File: config.mk
export PLATFORM = sky130hd
export DESIGN_NAME = multichannel_line_assembler
export DESIGN_NICKNAME = d
export VERILOG_FILES = /design/src/hw/rtl/mla_pkg.sv /design/src/hw/rtl/mla_fifo.sv /design/src/hw/rtl/mla_front.sv /design/src/hw/rtl/mla_back.sv /design/src/hw/rtl/multichannel_line_assembler.sv
export SDC_FILE = /design/constraint.sdc
export NUM_CORES = 1
export LEC_CHECK = 0
export ABC_CLOCK_PERIOD_IN_PS = 6000
export BUFFER_PORTS_ARGS = -buffer_cell sky130_fd_sc_hd__buf_2
export CAP_MARGIN = 20
export CORE_MARGIN = 2
export CORE_UTILIZATION = 63
export DETAILED_ROUTE_END_ITERATION = 8
export PLACE_DENSITY = 0.79
export SLEW_MARGIN = 20
export SYNTH_ARGS = -nofsm -noshare
export SYNTH_HDL_FRONTEND = slang
export SYNTH_SLANG_ARGS = --single-unit
File: constraint.sdc
create_clock -name clk -period 6 [get_ports clk]
set_input_delay 1.5 -clock clk [delete_from_list [all_inputs] [get_ports clk]]
set_output_delay 1.5 -clock clk [all_outputs]
set_load 0.05 [all_outputs]
File: src/hw/rtl/mla_pkg.sv
// mla_pkg: constants, width helpers and the result record of the line assembler
// no dependencies; imported by every module of the block
`timescale 1ns / 1ps

package mla_pkg;

  localparam int DEF_SLOTS      = 4;
  localparam int DEF_LINE_BYTES = 32;
  localparam int CMD_QDEPTH     = 4;
  localparam int OUT_QDEPTH     = 4;

  localparam logic [7:0] CHAR_CR  = 8'h0D;
  localparam logic [7:0] CHAR_LF  = 8'h0A;
  localparam logic [7:0] CHAR_NUL = 8'h00;

  typedef struct packed {
    logic [7:0] line_byte;
    logic [1:0] slot_index;
    logic [7:0] line_channel;
    logic       last;
  } out_t;

  function automatic int idx_w(input int n);
    return (n > 1) ? $clog2(n) : 1;
  endfunction

  function automatic int cnt_w(input int n);
    return $clog2(n + 1);
  endfunction

  function automatic int tmo_w(input int slots);
    return $clog2(4 * slots + 4);
  endfunction

endpackage

File: src/hw/rtl/mla_fifo.sv
// mla_fifo: small synchronous queue with occupancy count
// depends on mla_pkg for width helpers
`timescale 1ns / 1ps

module mla_fifo
  import mla_pkg::*;
#(
  parameter int WIDTH = 8,
  parameter int DEPTH = 4
) (
  input  logic                      clk,
  input  logic                      rst,
  input  logic                      push,
  input  logic [WIDTH-1:0]          din,
  input  logic                      pop,
  output logic [WIDTH-1:0]          dout,
  output logic                      full,
  output logic                      empty,
  output logic [cnt_w(DEPTH)-1:0]   count
);

  localparam int PW = idx_w(DEPTH);
  localparam int CW = cnt_w(DEPTH);

  logic [WIDTH-1:0] store [DEPTH];
  logic [PW-1:0]    wr_ptr;
  logic [PW-1:0]    rd_ptr;
  logic             do_push;
  logic             do_pop;

  assign full    = (count == CW'(DEPTH));
  assign empty   = (count == '0);
  assign do_push = push && !full;
  assign do_pop  = pop && !empty;
  assign dout    = store[rd_ptr];

  always_ff @(posedge clk) begin
    if (do_push) begin
      store[wr_ptr] <= din;
    end
  end

  always_ff @(posedge clk) begin
    if (rst) begin
      wr_ptr <= '0;
      rd_ptr <= '0;
      count  <= '0;
    end else begin
      if (do_push) begin
        wr_ptr <= (wr_ptr == PW'(DEPTH - 1)) ? '0 : wr_ptr + 1'b1;
      end
      if (do_pop) begin
        rd_ptr <= (rd_ptr == PW'(DEPTH - 1)) ? '0 : rd_ptr + 1'b1;
      end
      if (do_push && !do_pop) begin
        count <= count + 1'b1;
      end else if (do_pop && !do_push) begin
        count <= count - 1'b1;
      end
    end
  end

endmodule

File: src/hw/rtl/mla_front.sv
// mla_front: takes input beats, ages and binds slots, tracks fill offsets
// depends on mla_pkg; issues store and line commands into the command queue
`timescale 1ns / 1ps

module mla_front
  import mla_pkg::*;
#(
  parameter int SLOTS      = DEF_SLOTS,
  parameter int LINE_BYTES = DEF_LINE_BYTES,
  parameter int CMD_W      = 1 + idx_w(SLOTS) + $clog2(LINE_BYTES) + 8
) (
  input  logic             clk,
  input  logic             rst,
  input  logic [7:0]       channel,
  input  logic [7:0]       data,
  input  logic             frame_start,
  input  logic             byte_present,
  input  logic             push,
  output logic             full,
  output logic             cmd_push,
  output logic [CMD_W-1:0] cmd_data,
  input  logic             cmd_full
);

  localparam int SW = idx_w(SLOTS);
  localparam int OW = $clog2(LINE_BYTES);
  localparam int TW = tmo_w(SLOTS);
  localparam logic [TW-1:0] RELOAD   = TW'(4 * SLOTS + 3);
  localparam logic [OW-1:0] WRAP_TOP = OW'(LINE_BYTES - 4);

  typedef struct packed {
    logic          is_line;
    logic [SW-1:0] slot;
    logic [OW-1:0] pos;
    logic [7:0]    value;
  } cmd_t;

  logic [7:0]    owner [SLOTS];
  logic [TW-1:0] tmo   [SLOTS];
  logic [OW-1:0] offs  [SLOTS];
  logic [SW-1:0] frame_slot;
  logic          frame_active;

  logic          accept;
  logic          mfound;
  logic          ifound;
  logic [SW-1:0] mpick;
  logic [SW-1:0] ipick;
  logic [SW-1:0] pick;
  logic          has_pick;
  logic          cur_act;
  logic [SW-1:0] cur_slot;
  logic [OW-1:0] cur_off;
  logic [7:0]    cur_owner;
  logic          is_term;
  logic          do_byte;
  logic          act_next;
  logic [OW-1:0] off_next;
  cmd_t          cmd;

  assign full   = cmd_full;
  assign accept = push && !cmd_full;

  // last busy slot of this channel with a partial line, else first idle slot
  always_comb begin
    mfound = 1'b0;
    mpick  = '0;
    ifound = 1'b0;
    ipick  = '0;
    for (int i = 0; i < SLOTS; i++) begin
      if (tmo[i] != '0 && owner[i] == channel && offs[i] != '0) begin
        mfound = 1'b1;
        mpick  = SW'(i);
      end
    end
    for (int i = SLOTS - 1; i >= 0; i--) begin
      if (tmo[i] == '0) begin
        ifound = 1'b1;
        ipick  = SW'(i);
      end
    end
  end

  assign pick      = mfound ? mpick : ipick;
  assign has_pick  = mfound || ifound;
  assign cur_act   = frame_start ? has_pick : frame_active;
  assign cur_slot  = frame_start ? pick : frame_slot;
  assign cur_off   = offs[cur_slot];
  assign cur_owner = frame_start ? channel : owner[cur_slot];
  assign is_term   = (data == CHAR_CR) || (data == CHAR_LF);
  assign do_byte   = cur_act && byte_present && (data != CHAR_NUL);
  assign act_next  = cur_act && !(byte_present && ((data == CHAR_NUL) || is_term));
  assign off_next  = is_term ? '0 : ((cur_off == WRAP_TOP) ? '0 : cur_off + 1'b1);

  always_comb begin
    cmd.is_line = is_term;
    cmd.slot    = cur_slot;
    cmd.pos     = cur_off;
    cmd.value   = is_term ? cur_owner : data;
  end

  assign cmd_push = accept && do_byte;
  assign cmd_data = cmd;

  always_ff @(posedge clk) begin
    if (rst) begin
      for (int i = 0; i < SLOTS; i++) begin
        owner[i] <= '0;
        tmo[i]   <= '0;
        offs[i]  <= '0;
      end
      frame_slot   <= '0;
      frame_active <= 1'b0;
    end else if (accept) begin
      if (frame_start) begin
        for (int i = 0; i < SLOTS; i++) begin
          if (has_pick && pick == SW'(i)) begin
            tmo[i] <= RELOAD;
          end else if (tmo[i] != '0) begin
            tmo[i] <= tmo[i] - 1'b1;
          end
        end
        if (has_pick) begin
          owner[pick] <= channel;
          frame_slot  <= pick;
        end
      end
      if (do_byte) begin
        offs[cur_slot] <= off_next;
      end
      frame_active <= act_next;
    end
  end

endmodule

File: src/hw/rtl/mla_back.sv
// mla_back: line memory, command execution and line readout into the result queue
// depends on mla_pkg and mla_fifo
`timescale 1ns / 1ps

module mla_back
  import mla_pkg::*;
#(
  parameter int SLOTS      = DEF_SLOTS,
  parameter int LINE_BYTES = DEF_LINE_BYTES,
  parameter int CMD_W      = 1 + idx_w(SLOTS) + $clog2(LINE_BYTES) + 8
) (
  input  logic             clk,
  input  logic             rst,
  input  logic [CMD_W-1:0] cmd_data,
  input  logic             cmd_empty,
  output logic             cmd_pop,
  output out_t             res,
  output logic             res_empty,
  input  logic             res_pop
);

  localparam int SW    = idx_w(SLOTS);
  localparam int OW    = $clog2(LINE_BYTES);
  localparam int DEPTH = SLOTS * LINE_BYTES;
  localparam int AW    = idx_w(DEPTH);
  localparam int OCW   = cnt_w(OUT_QDEPTH);
  localparam logic [AW-1:0] LB_A = AW'(LINE_BYTES);

  typedef struct packed {
    logic          is_line;
    logic [SW-1:0] slot;
    logic [OW-1:0] pos;
    logic [7:0]    value;
  } cmd_t;

  typedef enum logic [1:0] {
    B_IDLE,
    B_LF,
    B_EMIT
  } bstate_t;

  bstate_t       state;
  cmd_t          in_cmd;
  cmd_t          cur;
  logic [OW-1:0] k;
  logic [OW-1:0] k_end;

  logic [7:0]    mem [DEPTH];
  logic          we;
  logic [AW-1:0] waddr;
  logic [7:0]    wdata;
  logic          re;
  logic [AW-1:0] raddr;
  logic [7:0]    rdata;

  logic          rd_pend;
  logic          rd_last;
  logic [1:0]    rd_slot;
  logic [7:0]    rd_owner;
  logic [SW+1:0] slot_ext;

  logic          res_full;
  logic [OCW-1:0] res_count;
  logic          space;
  out_t          res_in;

  assign in_cmd   = cmd_data;
  assign cmd_pop  = (state == B_IDLE) && !cmd_empty;
  assign k_end    = cur.pos + 1'b1;
  assign slot_ext = {2'b00, cur.slot};
  assign space    = ({1'b0, res_count} + (OCW + 1)'(rd_pend)) < (OCW + 1)'(OUT_QDEPTH);

  always_comb begin
    we    = 1'b0;
    waddr = AW'(in_cmd.slot) * LB_A + AW'(in_cmd.pos);
    wdata = in_cmd.is_line ? CHAR_CR : in_cmd.value;
    unique case (state)
      B_IDLE: begin
        we = !cmd_empty;
      end
      B_LF: begin
        we    = 1'b1;
        waddr = AW'(cur.slot) * LB_A + AW'(cur.pos) + AW'(1);
        wdata = CHAR_LF;
      end
      B_EMIT: begin
        we = 1'b0;
      end
      default: begin
        we = 1'b0;
      end
    endcase
  end

  assign re    = (state == B_EMIT) && space;
  assign raddr = AW'(cur.slot) * LB_A + AW'(k);

  always_ff @(posedge clk) begin
    if (we) begin
      mem[waddr] <= wdata;
    end
    if (re) begin
      rdata <= mem[raddr];
    end
  end

  always_ff @(posedge clk) begin
    if (re) begin
      rd_last  <= (k == k_end);
      rd_slot  <= slot_ext[1:0];
      rd_owner <= cur.value;
    end
  end

  always_ff @(posedge clk) begin
    if (rst) begin
      state   <= B_IDLE;
      rd_pend <= 1'b0;
      k       <= '0;
    end else begin
      rd_pend <= re;
      unique case (state)
        B_IDLE: begin
          if (!cmd_empty && in_cmd.is_line) begin
            cur   <= in_cmd;
            state <= B_LF;
          end
        end
        B_LF: begin
          k     <= '0;
          state <= B_EMIT;
        end
        B_EMIT: begin
          if (space) begin
            if (k == k_end) begin
              state <= B_IDLE;
            end else begin
              k <= k + 1'b1;
            end
          end
        end
        default: begin
          state <= B_IDLE;
        end
      endcase
    end
  end

  always_comb begin
    res_in.line_byte    = rdata;
    res_in.slot_index   = rd_slot;
    res_in.line_channel = rd_owner;
    res_in.last         = rd_last;
  end

  mla_fifo #(
    .WIDTH ($bits(out_t)),
    .DEPTH (OUT_QDEPTH)
  ) u_res_q (
    .clk   (clk),
    .rst   (rst),
    .push  (rd_pend),
    .din   (res_in),
    .pop   (res_pop),
    .dout  (res),
    .full  (res_full),
    .empty (res_empty),
    .count (res_count)
  );

  // space accounting keeps the queue from overflowing; full is never seen high on a push
  logic unused_full;
  assign unused_full = res_full;

endmodule

File: src/hw/rtl/multichannel_line_assembler.sv
// multichannel_line_assembler: top level, front end, command queue and back end
// depends on mla_pkg, mla_fifo, mla_front, mla_back
`timescale 1ns / 1ps

// Bytes of framed, channel-tagged traffic come in on a push/full queue port and
// completed lines (stored bytes, then CR, LF) leave on an empty/pop queue port,
// one byte per beat, last set on the LF. The front end takes one beat per cycle:
// on a frame start it ages the other busy slots and binds the frame to a slot in
// that same cycle. Each data byte or line end becomes one command in a 4-entry
// queue. The back end writes each stored byte; for a line end it writes CR, then
// LF, then reads the line memory once per byte of the line, CR and LF included,
// holding while the result queue has no space; input stalls only while the
// command queue is full. No clearing pass runs after reset.
module multichannel_line_assembler
  import mla_pkg::*;
#(
  parameter int SLOTS      = DEF_SLOTS,
  parameter int LINE_BYTES = DEF_LINE_BYTES
) (
  input  logic       clk,
  input  logic       rst,
  input  logic [7:0] channel,
  input  logic [7:0] data,
  input  logic       frame_start,
  input  logic       byte_present,
  input  logic       push,
  output logic       full,
  output logic [7:0] line_byte,
  output logic [1:0] slot_index,
  output logic [7:0] line_channel,
  output logic       last,
  output logic       empty,
  input  logic       pop
);

  localparam int CMD_W = 1 + idx_w(SLOTS) + $clog2(LINE_BYTES) + 8;

  logic                        cmd_push;
  logic [CMD_W-1:0]            cmd_in;
  logic [CMD_W-1:0]            cmd_out;
  logic                        cmd_full;
  logic                        cmd_empty;
  logic                        cmd_pop;
  logic [cnt_w(CMD_QDEPTH)-1:0] cmd_count;
  out_t                        res;

  mla_front #(
    .SLOTS      (SLOTS),
    .LINE_BYTES (LINE_BYTES),
    .CMD_W      (CMD_W)
  ) u_front (
    .clk          (clk),
    .rst          (rst),
    .channel      (channel),
    .data         (data),
    .frame_start  (frame_start),
    .byte_present (byte_present),
    .push         (push),
    .full         (full),
    .cmd_push     (cmd_push),
    .cmd_data     (cmd_in),
    .cmd_full     (cmd_full)
  );

  mla_fifo #(
    .WIDTH (CMD_W),
    .DEPTH (CMD_QDEPTH)
  ) u_cmd_q (
    .clk   (clk),
    .rst   (rst),
    .push  (cmd_push),
    .din   (cmd_in),
    .pop   (cmd_pop),
    .dout  (cmd_out),
    .full  (cmd_full),
    .empty (cmd_empty),
    .count (cmd_count)
  );

  mla_back #(
    .SLOTS      (SLOTS),
    .LINE_BYTES (LINE_BYTES),
    .CMD_W      (CMD_W)
  ) u_back (
    .clk       (clk),
    .rst       (rst),
    .cmd_data  (cmd_out),
    .cmd_empty (cmd_empty),
    .cmd_pop   (cmd_pop),
    .res       (res),
    .res_empty (empty),
    .res_pop   (pop)
  );

  assign line_byte    = res.line_byte;
  assign slot_index   = res.slot_index;
  assign line_channel = res.line_channel;
  assign last         = res.last;

  // queue depth is not needed here
  logic unused_count;
  assign unused_count = ^cmd_count;

endmodule
==> Flow_metrics.wiki <==
{| class="wikitable"
! Metric !! Value
|-
| Commonest cells after routing, fill and taps aside || 1270 x edfxtp_1, 373 x mux4_2, 216 x nor2_1
|-
| Area of the core || 81700 um2
|-
| DR vias/cell || 6.83
|-
| Die Outline Area || 84600 um2
|-
| Most common cell after layout, fill and taps aside || edfxtp_1
|-
| Clock transition at path regs || 0.06 ns
|-
| Mapped Area || 51800 um2
|-
| Flip-flop and latch count after synthesis || 1299
|-
| Starting Density || 63.4%
|-
| Num CTS Buffers || 120
|-
| DR pass1 iterations || 7
|-
| Warning count from the yosys run || 0
|-
| Gate Count Post-Synth || 2492
|-
| Share of post-route cells with drive strength above 1 || 25.6%
|-
| Die W || 291 um
|-
| Final-layout fill cell count || 4646
|-
| Worst Path Buf+Inv || 2
|-
| Max-slew headroom || 23.6%
|-
| Port Buffers || 42
|-
| Share of synthesized cell area in and, or, nand and nor gates || 3.72%
|-
| Total GRT Usage || 29.1%
|-
| Final RePlAce weighted congestion || 0.844
|-
| Buffer count from post-CTS setup fixing || 0
|-
| Kind of cell with the highest combined delay on the critical path || compound AO/OA/AOI/OAI gates
|-
| Achievable Freq || 0.219 GHz
|-
| Share of synthesized area spent on multiplexers || 17.1%
|-
| Dominant synthesized flop cell || edfxtp_1
|-
| Period utilisation layout || 76.1%
|-
| Critical Path RT || 6.48 ns
|-
| Static leakage power || 17.6 nW
|-
| CTS-repair resized insts || 0
|-
| RSZ-0062 raised after global routing || no
|-
| Synth unique cells || 70
|-
| Final Max Tran Viols || 0
|-
| XOR/XNOR Fraction of Synth Area || 0.997%
|-
| Number of cells in the design after placement || 3523
|-
| Pwr/cell area || 393 nW/um2
|-
| Crit-path cells || buf_2, xor2_1, nor4_4, a31oi_4, a211oi_4, a21o_4, nand2_1, and3_1, a31oi_1, inv_1, ha_1, and4_1, nor4_1
|-
| Hold buffer count at cts || 0
|-
| Area of the multi-input gates || 12500 um2
|-
| Antenna Violating Nets Remaining || 0
|-
| Final cell count without fillers || 3751
|-
| Ys async rst share || 0%
|-
| Critical path fanouts, max || 29
|-
| Classification of the worst setup path || in -> reg
|-
| Post-synthesis compound-gate area fraction || 1.41%
|-
| Slew at the pin with the worst max-slew slack || 1.15 ns
|-
| Post-synthesis average cell area || 20.8 um2
|-
| Number of sinks driven by the clock tree || 1299
|-
| Synthesized netlist net count || 2543
|-
| Kind of start point of the critical path || input pin
|-
| Number of hold violations in the final report || 0
|-
| Largest net degree at the start of global routing || 109
|-
| Share of synthesized area occupied by flip-flops and latches || 74.7%
|-
| Wirelength per Cell || 32.3 um
|-
| Root buf cell || clkbuf_16
|-
| Maximum single-stage delay on the critical path || 0.55 ns
|-
| Area growth from synthesis to layout || 10.5%
|-
| First-pass GRT wire length || 179 mm
|-
| Setup-failing EPs final || 0
|-
| Worst VDD drop || 0.000445 V
|-
| Depth of the CTS H-tree || 3
|-
| Maximum buffer depth of the clock tree || 3
|-
| Total Nets Final || 2629
|-
| Number of enable flip-flop cells after synthesis || 1270
|-
| Max-Cap Viols || 0
|-
| Final period demand of the worst path || 4.57 ns
|-
| Arrival time of the worst setup path || 5.05 ns
|-
| Power Total || 22.5 mW
|-
| Clock latency reported for the late side of the worst-skew pair || 0.71 ns
|-
| Setup TNS || 0 ns
|-
| TritonCTS clock tree || yes
|-
| Number of antenna violations at the first check in global routing || 2
|-
| Clock skew || 0.0583 ns
|-
| Detailed Route WL || 121 mm
|-
| Overall via count from detail_route || 25633
|-
| Worst min-delay path category || reg -> reg
|-
| Flip-flop and latch area || 38700 um2
|-
| Element type at the critical path end || flop
|-
| Via count of the first global-routing pass || 26048
|-
| Combinational family with the most area after synthesis || multiplexers
|-
| Hpwl dp || 69.9 mm
|-
| Violation count after the first detailed-route iteration || 3380
|-
| Adder and majority gate portion of the synthesized area || 0.729%
|-
| N_diodes || 0
|-
| Top-level port count || 43
|-
| Hold slack final || 0.424 ns
|-
| Global-route congestion overflow total || 0
|-
| # DRC || 0
|-
| Vertical extent of the die || 291 um
|-
| Row count || 105
|-
| Cell type of the slowest stage on the worst timing path || a31oi_1
|-
| Result of the run || completed
|}
## area by class of cell
cell class	instances	share of cell area [%]
repair buffers	89	1.25
inverters	36	0.236
clock buffers	147	5.46
flip-flops and latches	1299	67.7
clock inverters	78	1.30
multi-input cells	1032	21.8
well taps	1070	2.34
## metal layers
| layer | global-route usage [%] | wire length, um |
|---|---|---|
| met5 | 0 | 16 |
| met4 | 10.4 | 4470 |
| met3 | 4.10 | 10600 |
| met2 | 47.9 | 61300 |
| met1 | 40.9 | 44600 |
## flip-flops by register name, indices dropped and copies added (netlist names), named ones only
name / flops
u_back.cur: 15
u_back.k: 5
u_back.mem: 1024
u_back.rd_last: 1
u_back.rd_owner: 8
u_back.rd_pend: 1
u_back.rd_slot: 2
u_back.rdata: 8
u_back.state: 2
u_back.u_res_q.count: 3
u_back.u_res_q.rd_ptr: 2
u_back.u_res_q.store: 76
u_back.u_res_q.wr_ptr: 2
u_cmd_q.count: 3
u_cmd_q.rd_ptr: 2
u_cmd_q.store: 64
u_cmd_q.wr_ptr: 2
u_front.frame_active: 1
u_front.frame_slot: 2
u_front.offs: 20
u_front.owner: 32
u_front.tmo: 20
## metrics by stage
step,util (%),setup WS (ns),cell area [um2]
finish,70.1,1.43,57200
CTS,69.9,1.49,57200
detailed placement,65.2,0.816,53300
global route,70.1,1.13,57200
floorplan,-,0.825,51800
global placement,65.2,0.894,53300
## Yosys cell counts (all sizes together) (2+ instances only)
library cell     n  share of area (%)
edfxtp        1270                 74
mux4           373                 16
nor2           218                1.6
nand2           93               0.68
clkbuf          77               0.56
buf             48               0.53
xnor2           39               0.66
inv             36               0.26
a21oi           33               0.32
dfxtp           29                1.1
mux2i           29               0.62
ha              27               0.65
nor3            23               0.23
nand3           21               0.21
xor2            20               0.34
o21ai           19               0.21
and2            17               0.21
mux2            12               0.26
a211oi          11               0.18
a21o             9               0.15
nand4            8              0.097
nor4             8               0.17
a31oi            7               0.11
nand2b           5              0.060
or3              5              0.060
and3             4              0.048
nor2b            4              0.048
o22ai            4              0.048
o31ai            4              0.058
a21boi           3              0.043
o21a             3              0.043
or2              3              0.036
or4              3              0.043
or4b             3              0.065
a2111oi          2              0.034
a22oi            2              0.029
fa               2              0.077
nand3b           2              0.029
nor4b            2              0.092
o211ai           2              0.029
o21bai           2              0.029
o31a             2              0.036
## where the power goes
group | internal (mW) | leakage (nW) | switching, mW
Combinational | 0.865 | 3.91 | 2.56
Clock | 4.19 | 1.88 | 3.36
Sequential | 11.3 | 11.8 | 0.200
## cell families (layout without fill, tap and decap cells)
kind of cell / count (synthesis) / count (layout)
xor+xnor: 59 / 59
mux: 414 / 414
buf+inv: 161 / 350
compound gates: 107 / 107
fa+ha+maj: 29 / 29
simple gates: 423 / 423
flops: 1299 / 1299
## worst paths after layout
check | from | to | slack [ns] | cells after the start
worst min register to register | u_back.cur[1] | u_back.rd_owner[1] | 0.42 | 0
worst max register to register | u_front.tmo[2][0] | u_front.offs[1][0] | 1.65 | 14
worst max-delay path | channel[5] | u_front.offs[1][0] | 1.43 | 13
worst min-delay path | u_back.cur[1] | u_back.rd_owner[1] | 0.42 | 0
No activity file was read; power rests on OpenSTA's default activity.
